<file path="config.mk">
export PLATFORM = sky130hd
export DESIGN_NAME = dual_rc_pulse_measure_regen_core_flat
export DESIGN_NICKNAME = d
export VERILOG_FILES = /design/src/rtl/drpm_pkg.sv /design/src/rtl/drpm_in_if.sv /design/src/rtl/drpm_out_if.sv /design/src/rtl/drpm_chan.sv /design/src/rtl/drpm_led.sv /design/src/rtl/dual_rc_pulse_measure_regen_core.sv /design/src/flat_wrapper.sv
export SDC_FILE = /design/constraint.sdc
export NUM_CORES = 1
export LEC_CHECK = 0
export BUFFER_PORTS_ARGS = -buffer_cell sky130_fd_sc_hd__buf_2
export CAP_MARGIN = 0
export CORE_MARGIN = 5
export CORE_UTILIZATION = 61
export DETAILED_ROUTE_END_ITERATION = 6
export GPL_ROUTABILITY_DRIVEN = 0
export PLACE_DENSITY = 0.76
export SETUP_SLACK_MARGIN = 0.5
export SYNTH_ARGS = -nofsm -noshare
export SYNTH_HDL_FRONTEND = slang
export SYNTH_HIERARCHICAL = 1
export SYNTH_SLANG_ARGS = --single-unit
export TNS_END_PERCENT = 30
</file>
<file path="constraint.sdc">
create_clock -name i_clk -period 3.65 [get_ports i_clk]
set_input_delay 0 -clock i_clk [delete_from_list [all_inputs] [get_ports i_clk]]
set_output_delay 0 -clock i_clk [all_outputs]
set_load 0.02 [all_outputs]
</file>
<file path="src/rtl/drpm_pkg.sv">
// drpm_pkg: shared types, register codes and reset values for the dual rc pulse
// measure and regen block; no dependencies
`default_nettype none

package drpm_pkg;

    localparam int CntW = 8;
    localparam int LedW = 16;
    localparam int CfgW = 16;

    localparam logic [CntW-1:0] RstPulseMin  = 8'd100;
    localparam logic [CntW-1:0] RstPulseMax  = 8'd200;
    localparam logic [CntW-1:0] RstNeutral   = 8'd150;
    localparam logic [LedW-1:0] RstLedPeriod = 16'd50000;

    typedef enum logic [1:0] {
        CFG_PULSE_MIN     = 2'd0,
        CFG_PULSE_MAX     = 2'd1,
        CFG_NEUTRAL_WIDTH = 2'd2,
        CFG_LED_PERIOD    = 2'd3
    } t_cfg_idx;

    typedef struct packed {
        logic [CntW-1:0] pulse_min;
        logic [CntW-1:0] pulse_max;
        logic [CntW-1:0] neutral_width;
        logic [LedW-1:0] led_period;
    } t_cfg;

    typedef struct packed {
        logic in_level_a;
        logic in_level_b;
    } t_in_item;

    typedef struct packed {
        logic            out_level_a;
        logic            out_level_b;
        logic            led_level;
        logic [CntW-1:0] width_a;
        logic [CntW-1:0] width_b;
        logic            new_width_a;
        logic            new_width_b;
    } t_out_item;

    typedef struct packed {
        logic            drive;
        logic [CntW-1:0] width;
        logic            latched;
    } t_chan_res;

endpackage

`default_nettype wire

</file>
<file path="src/rtl/drpm_in_if.sv">
// drpm_in_if: valid/ready channel carrying one tick of input levels
// depends on drpm_pkg
`default_nettype none

interface drpm_in_if;
    logic                valid;
    logic                ready;
    drpm_pkg::t_in_item  data;

    modport source (output valid, output data, input ready);
    modport sink (input valid, input data, output ready);
endinterface

`default_nettype wire

</file>
<file path="src/rtl/drpm_out_if.sv">
// drpm_out_if: valid/ready channel carrying one result per tick
// depends on drpm_pkg
`default_nettype none

interface drpm_out_if;
    logic                 valid;
    logic                 ready;
    drpm_pkg::t_out_item  data;

    modport source (output valid, output data, input ready);
    modport sink (input valid, input data, output ready);
endinterface

`default_nettype wire

</file>
<file path="src/rtl/drpm_chan.sv">
// drpm_chan: one channel's idle/active machine, width capture and output timer
// depends on drpm_pkg
`default_nettype none

module drpm_chan (
    input  wire logic                 i_clk,
    input  wire logic                 i_rst_n,
    input  wire logic                 i_adv,
    input  wire logic                 i_level,
    input  wire drpm_pkg::t_cfg       i_cfg,
    output drpm_pkg::t_chan_res       o_res
);

    logic                      r_active, n_active;
    logic                      r_drive, n_drive;
    logic [drpm_pkg::CntW-1:0] r_count, n_count;
    logic [drpm_pkg::CntW-1:0] r_last, n_last;
    logic [drpm_pkg::CntW-1:0] r_timer, n_timer;
    logic [drpm_pkg::CntW-1:0] w_timer;
    logic                      n_latched;

    always_comb begin
        n_active  = r_active;
        n_drive   = r_drive;
        n_count   = r_count;
        n_last    = r_last;
        n_latched = 1'b0;
        w_timer   = r_timer;
        if (!r_active) begin
            if (i_level) begin
                n_active = 1'b1;
                n_count  = '0;
                w_timer  = i_cfg.neutral_width;
                n_drive  = 1'b1;
            end
        end else if (i_level) begin
            if (r_count <= i_cfg.pulse_max) begin
                n_count = drpm_pkg::CntW'(r_count + 1'b1);
            end
        end else begin
            if (r_count <= i_cfg.pulse_max && r_count >= i_cfg.pulse_min) begin
                n_last    = r_count;
                n_latched = 1'b1;
            end
            n_active = 1'b0;
        end
        // output timer runs after the state update
        if (w_timer != '0) begin
            n_timer = drpm_pkg::CntW'(w_timer - 1'b1);
        end else begin
            n_timer = w_timer;
            n_drive = 1'b0;
        end
    end

    always_ff @(posedge i_clk) begin
        if (!i_rst_n) begin
            r_active <= 1'b0;
            r_drive  <= 1'b0;
            r_count  <= drpm_pkg::RstNeutral;
            r_last   <= drpm_pkg::RstNeutral;
            r_timer  <= drpm_pkg::RstNeutral;
        end else if (i_adv) begin
            r_active <= n_active;
            r_drive  <= n_drive;
            r_count  <= n_count;
            r_last   <= n_last;
            r_timer  <= n_timer;
        end
    end

    assign o_res.drive   = n_drive;
    assign o_res.width   = n_last;
    assign o_res.latched = n_latched;

endmodule

`default_nettype wire

</file>
<file path="src/rtl/drpm_led.sv">
// drpm_led: free-running tick counter that toggles the status led each period
// depends on drpm_pkg
`default_nettype none

module drpm_led (
    input  wire logic                      i_clk,
    input  wire logic                      i_rst_n,
    input  wire logic                      i_adv,
    input  wire logic [drpm_pkg::LedW-1:0] i_period,
    output logic                           o_led
);

    logic [drpm_pkg::LedW-1:0] r_count, n_count;
    logic                      r_led, n_led;
    logic [drpm_pkg::LedW-1:0] w_inc;

    always_comb begin
        w_inc = drpm_pkg::LedW'(r_count + 1'b1);
        if (w_inc == i_period) begin
            n_count = '0;
            n_led   = ~r_led;
        end else begin
            n_count = w_inc;
            n_led   = r_led;
        end
    end

    always_ff @(posedge i_clk) begin
        if (!i_rst_n) begin
            r_count <= '0;
            r_led   <= 1'b0;
        end else if (i_adv) begin
            r_count <= n_count;
            r_led   <= n_led;
        end
    end

    assign o_led = n_led;

endmodule

`default_nettype wire

</file>
<file path="src/rtl/dual_rc_pulse_measure_regen_core.sv">
// dual_rc_pulse_measure_regen_core: top level with input and result registers,
// config registers, two channels and the led counter
// depends on drpm_pkg, drpm_in_if, drpm_out_if, drpm_chan, drpm_led
//
// usage:
//   i_in carries one 10 us tick per transfer with the levels of inputs a and b.
//   o_out returns exactly one result per tick: regenerated output levels, led
//   level, last valid widths of both channels and their new-width flags.
//   the config port writes pulse_min, pulse_max, neutral_width and led_period
//   by index; the user must make writes only while no tick is in flight, as
//   the block itself does not enforce it. a tick accepted into the input
//   register has its result computed and loaded into the result register when
//   it advances, and the result is then offered on o_out.
//   throughput: one tick per cycle while results are taken, set by the single
//   pass through the channel compare and counter logic between the two registers.
//   a stalled receiver holds the result register; an empty input register still
//   takes one more tick, then i_in.ready stays low until the result is taken.
//   reset (synchronous, active low) restores the register defaults, puts both
//   channels idle with counters at the neutral width and clears the led.
`default_nettype none

module dual_rc_pulse_measure_regen_core (
    input  wire logic                      i_clk,
    input  wire logic                      i_rst_n,
    drpm_in_if.sink                        i_in,
    drpm_out_if.source                     o_out,
    input  wire logic                      i_cfg_we,
    input  wire logic [1:0]                i_cfg_idx,
    input  wire logic [drpm_pkg::CfgW-1:0] i_cfg_data
);

    drpm_pkg::t_cfg       r_cfg;
    drpm_pkg::t_in_item   r_in_data;
    logic                 r_in_valid;
    drpm_pkg::t_out_item  r_out_data, n_out_data;
    logic                 r_out_valid;
    logic                 w_adv;
    drpm_pkg::t_chan_res  w_res_a, w_res_b;
    logic                 w_led;

    // config registers
    always_ff @(posedge i_clk) begin
        if (!i_rst_n) begin
            r_cfg.pulse_min     <= drpm_pkg::RstPulseMin;
            r_cfg.pulse_max     <= drpm_pkg::RstPulseMax;
            r_cfg.neutral_width <= drpm_pkg::RstNeutral;
            r_cfg.led_period    <= drpm_pkg::RstLedPeriod;
        end else if (i_cfg_we) begin
            case (drpm_pkg::t_cfg_idx'(i_cfg_idx))
                drpm_pkg::CFG_PULSE_MIN: begin
                    r_cfg.pulse_min <= i_cfg_data[drpm_pkg::CntW-1:0];
                end
                drpm_pkg::CFG_PULSE_MAX: begin
                    r_cfg.pulse_max <= i_cfg_data[drpm_pkg::CntW-1:0];
                end
                drpm_pkg::CFG_NEUTRAL_WIDTH: begin
                    r_cfg.neutral_width <= i_cfg_data[drpm_pkg::CntW-1:0];
                end
                drpm_pkg::CFG_LED_PERIOD: begin
                    r_cfg.led_period <= i_cfg_data[drpm_pkg::LedW-1:0];
                end
                default: begin
                end
            endcase
        end
    end

    assign w_adv      = r_in_valid && (!r_out_valid || o_out.ready);
    assign i_in.ready = !r_in_valid || w_adv;

    // input register
    always_ff @(posedge i_clk) begin
        if (!i_rst_n) begin
            r_in_valid <= 1'b0;
        end else if (i_in.ready) begin
            r_in_valid <= i_in.valid;
        end
    end

    always_ff @(posedge i_clk) begin
        if (i_in.valid && i_in.ready) begin
            r_in_data <= i_in.data;
        end
    end

    drpm_chan u_chan_a (
        .i_clk   (i_clk),
        .i_rst_n (i_rst_n),
        .i_adv   (w_adv),
        .i_level (r_in_data.in_level_a),
        .i_cfg   (r_cfg),
        .o_res   (w_res_a)
    );

    drpm_chan u_chan_b (
        .i_clk   (i_clk),
        .i_rst_n (i_rst_n),
        .i_adv   (w_adv),
        .i_level (r_in_data.in_level_b),
        .i_cfg   (r_cfg),
        .o_res   (w_res_b)
    );

    drpm_led u_led (
        .i_clk    (i_clk),
        .i_rst_n  (i_rst_n),
        .i_adv    (w_adv),
        .i_period (r_cfg.led_period),
        .o_led    (w_led)
    );

    always_comb begin
        n_out_data.out_level_a = w_res_a.drive;
        n_out_data.out_level_b = w_res_b.drive;
        n_out_data.led_level   = w_led;
        n_out_data.width_a     = w_res_a.width;
        n_out_data.width_b     = w_res_b.width;
        n_out_data.new_width_a = w_res_a.latched;
        n_out_data.new_width_b = w_res_b.latched;
    end

    // result register
    always_ff @(posedge i_clk) begin
        if (!i_rst_n) begin
            r_out_valid <= 1'b0;
        end else if (w_adv) begin
            r_out_valid <= 1'b1;
        end else if (o_out.ready) begin
            r_out_valid <= 1'b0;
        end
    end

    always_ff @(posedge i_clk) begin
        if (w_adv) begin
            r_out_data <= n_out_data;
        end
    end

    assign o_out.valid = r_out_valid;
    assign o_out.data  = r_out_data;

    a_adv_loads_result: assert property (@(posedge i_clk) disable iff (!i_rst_n)
        w_adv |=> o_out.valid)
        else $error("result register not loaded after advance");

    a_in_held_on_stall: assert property (@(posedge i_clk) disable iff (!i_rst_n)
        r_in_valid && !w_adv |=> r_in_valid && $stable(r_in_data))
        else $error("input register lost a tick while stalled");

    a_width_a_in_range: assert property (@(posedge i_clk) disable iff (!i_rst_n)
        o_out.valid && o_out.data.new_width_a |->
            o_out.data.width_a >= r_cfg.pulse_min && o_out.data.width_a <= r_cfg.pulse_max)
        else $error("channel a latched a width outside the valid range");

    a_width_b_in_range: assert property (@(posedge i_clk) disable iff (!i_rst_n)
        o_out.valid && o_out.data.new_width_b |->
            o_out.data.width_b >= r_cfg.pulse_min && o_out.data.width_b <= r_cfg.pulse_max)
        else $error("channel b latched a width outside the valid range");

endmodule

`default_nettype wire
</file>
<file path="src/flat_wrapper.sv">
// flat-port wrapper written by rule: the top's interface ports become plain ports
module dual_rc_pulse_measure_regen_core_flat 
  (i_clk, i_rst_n, i_cfg_we, i_cfg_idx, i_cfg_data, i_in_valid, i_in_data, i_in_ready, o_out_valid, o_out_data, o_out_ready);
  drpm_in_if i_in_i ();
  drpm_out_if o_out_i ();
  input  wire logic i_clk;
  input  wire logic i_rst_n;
  input  wire logic i_cfg_we;
  input  wire logic [1:0] i_cfg_idx;
  input  wire logic [drpm_pkg::CfgW-1:0] i_cfg_data;
  input wire logic [$bits(i_in_i.valid)-1:0] i_in_valid;
  input wire logic [$bits(i_in_i.data)-1:0] i_in_data;
  output wire logic [$bits(i_in_i.ready)-1:0] i_in_ready;
  output wire logic [$bits(o_out_i.valid)-1:0] o_out_valid;
  output wire logic [$bits(o_out_i.data)-1:0] o_out_data;
  input wire logic [$bits(o_out_i.ready)-1:0] o_out_ready;
  assign i_in_i.valid = i_in_valid;
  assign i_in_i.data = i_in_data;
  assign i_in_ready = i_in_i.ready;
  assign o_out_valid = o_out_i.valid;
  assign o_out_data = o_out_i.data;
  assign o_out_i.ready = o_out_ready;
  dual_rc_pulse_measure_regen_core u_core (.i_clk(i_clk), .i_rst_n(i_rst_n), .i_in(i_in_i), .o_out(o_out_i), .i_cfg_we(i_cfg_we), .i_cfg_idx(i_cfg_idx), .i_cfg_data(i_cfg_data));
endmodule
</file>
# Yosys cells after proc, flatten, opt, wreduce, memory -nomap -nowiden
# Index checks and enable logic that the tools add are counted.
# totals
register_bits,134
in_bits,25
out_inout_bits,23
word_cells,99
# classes
addsub,5
magnitude_cmp,4
eq_ne,6
muxes,34
bitwise_logic,3
n_reduce_logical,20
# ops
op,n
8-bit 2-to-1 mux,20
"16-bit by 1-bit adder with 16-bit output, second input constant",1
"8-bit by 1-bit adder with 8-bit output, second input constant",2
16-bit == test,1
8-bit greater-or-equal comparator,2
8-bit <= comparator,2
16-bit 2-to-1 mux,1
8-bit nonzero test,2
"8-bit by 1-bit subtractor with 8-bit output, second input constant",2
1-bit 2-to-1 mux,13
2-bit AND reduction,4
3-bit AND reduction,2
"2-bit == test, second input constant",2
1-bit logical AND,4
"2-bit by 1-bit inequality test with 1-bit output, second input constant",2
2-bit OR reduction,2
1-bit NOT,3
"2-bit by 1-bit == test with 1-bit output, second input constant",1
1-bit logical NOT,2
2-bit logical NOT,1
1-bit logical OR,2
2-bit nonzero test,1

# Longest topological paths before layout
# Gate-level depths: netlist (run 1).
# logic_depth
word_depth,5
mapped_depth,9
mapped_depth_nobuf,8

# By module
# The synthesis (run 1) kept the hierarchy.
# modules_own_cells
mod,n_inst,cells_per_inst,area_each_um2,seq_area_each_um2
drpm_chan,2,223,1973.1,520.5
dual_rc_pulse_measure_regen_core,1,195,2383.5,1531.5
drpm_led,1,172,1366.3,340.3

# Worst setup path before layout (run 1)
# OpenSTA, ideal clock, no wires.
# synth_path
path_kind,register -> register
from,"reg u_core.r_out_valid, in the netlist u_core/o_out.valid"
to,reg u_core/u_chan_a/r_count[5] (netlist name)
setup_time_ns,0.121
t_arrival_ns,2.992
t_required_ns,3.529
slack_ns,0.537
stages_incl_launch_ff,7
n_path_buf,0
period_less_slack_ns,3.113
path_cell_list,dfxtp_1 nor2b_1 nor2b_1 nand2_1 nor3_1 nand4_1 mux2_2
# synth_between
elab_chain_len,4
# synth_rtl
item,line,rtl
from (decl),dual_rc_pulse_measure_regen_core.sv:36,logic r_out_valid;
from (signal assigned),dual_rc_pulse_measure_regen_core.sv:125,r_out_valid <= 1'b0;
from (signal assigned),dual_rc_pulse_measure_regen_core.sv:127,r_out_valid <= 1'b1;
from (signal assigned),dual_rc_pulse_measure_regen_core.sv:129,r_out_valid <= 1'b0;
1-bit logical NOT,dual_rc_pulse_measure_regen_core.sv:68,assign w_adv = r_in_valid && (!r_out_valid || o_out.ready);
1-bit logical OR,dual_rc_pulse_measure_regen_core.sv:68,
1-bit logical AND,dual_rc_pulse_measure_regen_core.sv:68,
named net u_core.w_adv,dual_rc_pulse_measure_regen_core.sv:37,logic w_adv;
3-bit AND reduction (no line),n/a,
to (signal assigned),drpm_chan.sv:60,r_count <= drpm_pkg::RstNeutral;
to (signal assigned),drpm_chan.sv:66,r_count <= n_count;
to (decl),drpm_chan.sv:16,"logic [drpm_pkg::CntW-1:0] r_count, n_count;"
# The timed path passes the listed nets, and every way through them passes these cells.
# A chain may end at the register's enable or synchronous reset.

==> out/qor.csv, run 1 <==
metric,value,unit
"Top FF cell, synth",dfxtp_1,
reg-to-reg critical path startpoint,u_core/u_chan_b/r_count[3],
DP HPWL,11800,um
Synth Register Bits,134,
leakage power,3.66,nW
Final ANT Viol Nets,0,
Required @ worst endpoint,3.82,ns
Post-synth EDFFs,23,
Die ar.,15000,um2
clock sink count,134,
row cnt,41,
Sw Ratio,24.2,%
Clock Power Share,44.6,%
worst-case vdd ir drop,0.338,mV
initial antenna violation count,0,
CP Class,flop to flop,
critical path arrival,2.80,ns
top cell type's share of synthesized area,28.9,%
H-tree depth,4,
final hold slack,0.0538,ns
vias in the first global route,5961,
Post-Layout Cell Count,1054,
RSZ-0062 raised after global routing,no,
first-pass GRT wire length,29100,um
CTS buffer count,17,
Post-Syn Nets,877,
Final WS setup,1.02,ns
share of cells above drive strength 1,15.5,%
Max Fclk,380,MHz
CTS Root Cell,clkbuf_16,
Netlist cell types,71,
crit end category,flop,
Tmin final,2.63,ns
final worst-path cycle share,72.2,%
Worst slew margin,38.3,%
Syn Area/Cell,9.47,um2
Critical Path Source Type,flop,
CTS Hold Bufs,27,
grt met3 use,4.61,%
# port buffers,47,
diode count,0,
Ports,48,
outcome,finished clean,
Synth top cells by count,"dfxtp_1 (111), nand2_1 (94), mux2i_1 (61)",
met2 Use GR,41.1,%
Final Power,3.50,mW
Place WS,1.05,ns
Tot GR Track Use,24.4,%
Worst-Skew Late Latency,0.42,ns
Critical Path Fanout Max,10,
Initial Utilization,61.5,%
met1 GRT Util,30.9,%
routed via count,6111,
Hold Path Class,input pin to flop,
Clock Tree Buf Depth,2,
Die Ht,122,um
cell area power density,399,nW/um2
Combinational Power Share,9.8,%
Resized Gates After CTS,0,
Synth area leaders,"dfxtp_1 (29%), edfxtp_1 (9.0%), mux2i_1 (7.9%)",
Post-CTS Setup Bufs,0,
Nets,933,
core region area,12500,um2
Pre-Repair DR Iteration Count,5,
Net Sw Power,847,uW
Setup TNS Final,0,ns
Ys Warns,6,
cell-internal power,2.65,mW
drt drc,0,
crit path from,u_core/u_chan_b/r_count[3],
largest net degree at the start of global routing,106,
Worst-Margin Slew,0.925,ns
fraction of registers with async set/reset,0,%
WL per Instance,16.5,um
top-count cell post-synth,dfxtp_1,
GRT Max-Usage Layer,met2,
drt first-iter violations,460,
Placed Instances,995,
chip width,122,um
total of max-cap violations,0,
clk_skew,0.00931,ns
"Reg clk slew, reported paths",0.06,ns
Final Hold Fails,0,
GR Overflow Total,0,
Sequential Power Share,45.6,%
dominant cell type by area after synthesis,dfxtp_1,
"Seq/Total Area, Yosys",37.8,%
final setup fails,0,
Post-Syn Instances,813,
Final Max Slew Viols,0,
CTS tree,yes,
worst min-delay path startpoint,i_cfg_we,
Synth Cell Area,7700,um2
Area Overhead vs Synth,13.8,%
Routed WL,17400,um
vias per cell,5.80,
==> routing by layer <==
metal,wire [um],up-vias
met1,7650,2949
met3,671,32
li1,-,2997
met2,8660,133
met5,0,-
met4,397,0
==> cells by family after synthesis <==
group           Yosys count  share of synthesized area (%)
compound gates          112                           10.4
xor+xnor                 49                           5.58
fa+ha+maj                39                           6.34
buf+inv                  91                           5.66
flops                   134                           37.8
mux                      87                           12.0
simple gates            301                           22.2
==> final cells by class <==
cell class,count,area (um2)
Tap cell,172,215
Inverter,47,176
Clock buffer,28,517
Fill cell,972,3760
Sequential cell,134,2910
Multi-Input combinational cell,588,4360
Clock inverter,4,20.0
Timing Repair Buffer,81,561
==> placed cells by master, fill, tap and decap left out, drive strengths merged, types with 4 or more instances in the layout <==
master	count
a211oi	7
a21boi	15
a21o	5
a21oi	19
and2	11
and3	15
buf	54
clkbuf	28
clkinv	4
dfxtp	111
dlygate4sd3	27
edfxtp	23
ha	39
inv	47
mux2	22
mux2i	65
nand2	96
nand2b	5
nand3	31
nand3b	5
nand4	24
nand4b	4
nor2	32
nor2b	35
nor3	12
nor3b	6
nor4	10
o211ai	14
o21a	5
o21ai	23
o221ai	4
xnor2	31
xor2	18
==> path summary, 6_finish.rpt <==
kind                                     to  slack, ns  depth (start not counted)
setup / recovery       u_core/o_out.data[2]       1.02                          6
hold / removal             u_core/r_cfg[37]       0.05                          3
hold reg to reg   u_core/u_chan_b/r_last[0]       0.46                          2
setup reg to reg       u_core/o_out.data[2]       1.02                          6
==> power by group through the flow <==
stage               Combinational, mW  Clock, mW  Sequential [mW]
floorplan                       0.244          0             1.61
global placement                0.306          0             1.62
detailed placement              0.318          0             1.62
CTS                             0.341       1.59             1.59
global route                    0.376       1.65             1.60
finish                          0.343       1.56             1.59
==> flip-flops by register name, indices dropped and copies added (netlist names), 2 cells and up <==
name	cells
u_core/o_out.data	21
u_core/r_cfg	40
u_core/r_in_data	2
u_core/u_chan_a/r_count	8
u_core/u_chan_a/r_last	8
u_core/u_chan_a/r_timer	8
u_core/u_chan_b/r_count	8
u_core/u_chan_b/r_last	8
u_core/u_chan_b/r_timer	8
u_core/u_led/r_count	16
==> per-stage QoR <==
step                      util (%)  instance area [um2]
after global routing          70.0                 8760
after CTS                     70.0                 8760
after floorplan                  -                 7700
final                         70.0                 8760
after global placement        63.5                 7950
after detailed placement      63.5                 7950
==> critical path, cell delays in order, from the launching register on <==
cell and delay, ns:
dfxtp_1 0.41, ha_1 0.38, nand4_1 0.12, nor2_1 0.16, a21oi_1 0.14, nor4_4 0.75, mux2_2 0.41
No activity file was read; power rests on OpenSTA's default activity.
==> inputs of run 2 (changes only) <==
--- a/config.mk
+++ b/config.mk
@@ -8,10 +8,10 @@
 export BUFFER_PORTS_ARGS = -buffer_cell sky130_fd_sc_hd__buf_2
 export CAP_MARGIN = 0
 export CORE_MARGIN = 5
-export CORE_UTILIZATION = 61
+export CORE_UTILIZATION = 55
 export DETAILED_ROUTE_END_ITERATION = 6
 export GPL_ROUTABILITY_DRIVEN = 0
-export PLACE_DENSITY = 0.76
+export PLACE_DENSITY = 0.72
 export SETUP_SLACK_MARGIN = 0.5
 export SYNTH_ARGS = -nofsm -noshare
 export SYNTH_HDL_FRONTEND = slang
==> constraint.sdc (replaced) <==
create_clock -name i_clk -period 2.29 [get_ports i_clk]
set_input_delay 0 -clock i_clk [delete_from_list [all_inputs] [get_ports i_clk]]
set_output_delay 0 -clock i_clk [all_outputs]
set_load 0.02 [all_outputs]
==> run 2 against run 1 <==
The run now ends with negative setup slack left; non-clock buffer count rose by 64; combinational power rose by 130%; power rose by 72%; setup slack got worse by 1.1 ns; final cell count rose by 6.8%; fmax rose by 12%; clock power rose by 72%; highest routed layer unchanged.
==> out/qor.csv, run 2 (synthesis results as in run 1) <==
metric,value,unit
Clock Tree Buf Depth,2,
Ports,48,
Final ANT Viol Nets,0,
Max Fclk,424,MHz
final worst-path cycle share,103,%
Final Max Slew Viols,0,
final setup fails,8,
CTS buffer count,17,
Tot GR Track Use,24.3,%
Worst slew margin,53.5,%
total of max-cap violations,0,
leakage power,4.21,nW
failing checks,negative setup slack,
WL per Instance,19.2,um
Area Overhead vs Synth,34.2,%
crit end category,flop,
Reg with most FFs,u_core/r_cfg,
DP HPWL,13200,um
CTS tree,yes,
vias in the first global route,6664,
Pre-Repair DR Iteration Count,7,
CTS Root Cell,clkbuf_16,
diode count,0,
first-pass GRT wire length,32300,um
core region area,13800,um2
critical path arrival,2.53,ns
routed via count,6709,
Required @ worst endpoint,2.46,ns
Die Ht,128,um
Worst-Margin Slew,0.697,ns
Die ar.,16500,um2
Final Power,6.00,mW
clock sink count,134,
vias per cell,5.96,
Filler Cells Inserted,870,
row cnt,43,
Tmin final,2.36,ns
clk_skew,0.0114,ns
top flop regs,"u_core/r_cfg: 40 flops, u_core/o_out.data: 21 flops, u_core/u_led/r_count: 16 flops",
Nets,997,
outcome,finished with violations,
cell area power density,581,nW/um2
Critical Path Fanout Max,5,
# port buffers,47,
GR Overflow Total,0,
Hold Path Class,input pin to flop,
H-tree depth,4,
initial antenna violation count,0,
chip width,128,um
max reg flops,40,
RSZ-0062 raised after global routing,yes,
Final WS setup,-0.0678,ns
Critical Path Source Type,flop,
Final Hold Fails,0,
share of cells above drive strength 1,35.7,%
Initial Utilization,55.7,%
CP Class,flop to flop,
"Reg clk slew, reported paths",0.06,ns
drt drc,0,
Routed WL,21600,um
most frequent cells in the layout,"nand2_1 (88), dfxtp_1 (79), mux2i_1 (54), buf_4 (51), buf_2 (46)",
worst-case vdd ir drop,0.549,mV
largest net degree at the start of global routing,59,
Worst-Skew Late Latency,0.42,ns
drt first-iter violations,597,
"commonest non-fill, non-tap cell in the layout",nand2_1,
post-layout util,74.7,%
==> run 2: cell count changes in the layout (fill, tap and decap cells not counted), sizes merged <==
cell	previous run	this run
buf	54	116
bufinv	0	1
clkbuf	28	23
clkinv	4	6
clkinvlp	0	1
inv	47	50
==> run 2: what timing repair did <==
item | in CTS | in global routing
hold buffers | 27 | 0
gates cloned | 1 | 1
setup endpoints to repair | 88 | 88
pin swaps | 6 | 76
buffers inserted | 3 | 19
gates resized for setup | 47 | 152
endpoints found under the hold margin | 46 | 0
==> run 2: cell type report <==
cell class / instances / area [um2] / area share, %
Clock inverter: 11 / 93.8 / 0.909
Multi-Input combinational cell: 588 / 5170 / 50.1
Inverter: 47 / 179 / 1.73
Tap cell: 180 / 225 / 2.18
Clock buffer: 21 / 492 / 4.76
Sequential cell: 134 / 2980 / 28.8
Timing Repair Buffer: 145 / 1190 / 11.5
==> run 2: layer usage <==
metal / routed length (um) / GRT usage [%]
met3: 965 / 4.88
met2: 11100 / 43.0
met4: 912 / 9.49
met5: 0 / 0
met1: 8630 / 28.9
==> run 2: metrics by stage <==
step           TNS [ns]  cells  hold WS, ns  worst slack, ns  area, um2
2_1_floorplan         0    813       0.0989           0.0186       7840
3_3_place_gp      -1.14   1043        0.181           -0.103       8400
3_5_place_dp      -2.42   1043        0.182           -0.182       8400
4_1_cts               0   1106       0.0235           0.0193       9510
5_1_grt           -1.28   1126       0.0628           -0.132      10300
6_report         -0.365   1126       0.0488          -0.0678      10300
==> run 2: power by group <==
part | total, mW | leakage (nW) | switching, mW | internal [mW]
registers | 2.54 | 1.11 | 0.0746 | 2.46
logic | 0.781 | 2.81 | 0.416 | 0.364
clock network | 2.68 | 0.295 | 1.04 | 1.64
total | 6.00 | 4.21 | 1.53 | 4.47
==> run 2: worst max-delay path, cell delays in order (launching register included) <==
cell	delay [ns]
dfxtp_2	0.35
inv_2	0.06
ha_4	0.21
nor2b_4	0.12
o211ai_1	0.30
a211oi_4	0.13
nor4_4	0.30
buf_4	0.18
clkbuf_16	0.14
mux2_4	0.30
==> run 2: path summary, 6_finish.rpt <==
kind                                                 from                         to  slack (ns)  cells past startpoint
worst max-delay path                     u_core/r_cfg[25]       u_core/o_out.data[5]       -0.07                      9
worst min-delay path                             i_cfg_we           u_core/r_cfg[37]        0.05                      3
worst max register to register           u_core/r_cfg[25]       u_core/o_out.data[5]       -0.07                      9
worst min register to register  u_core/u_chan_a/r_last[0]  u_core/u_chan_a/r_last[0]        0.46                      2
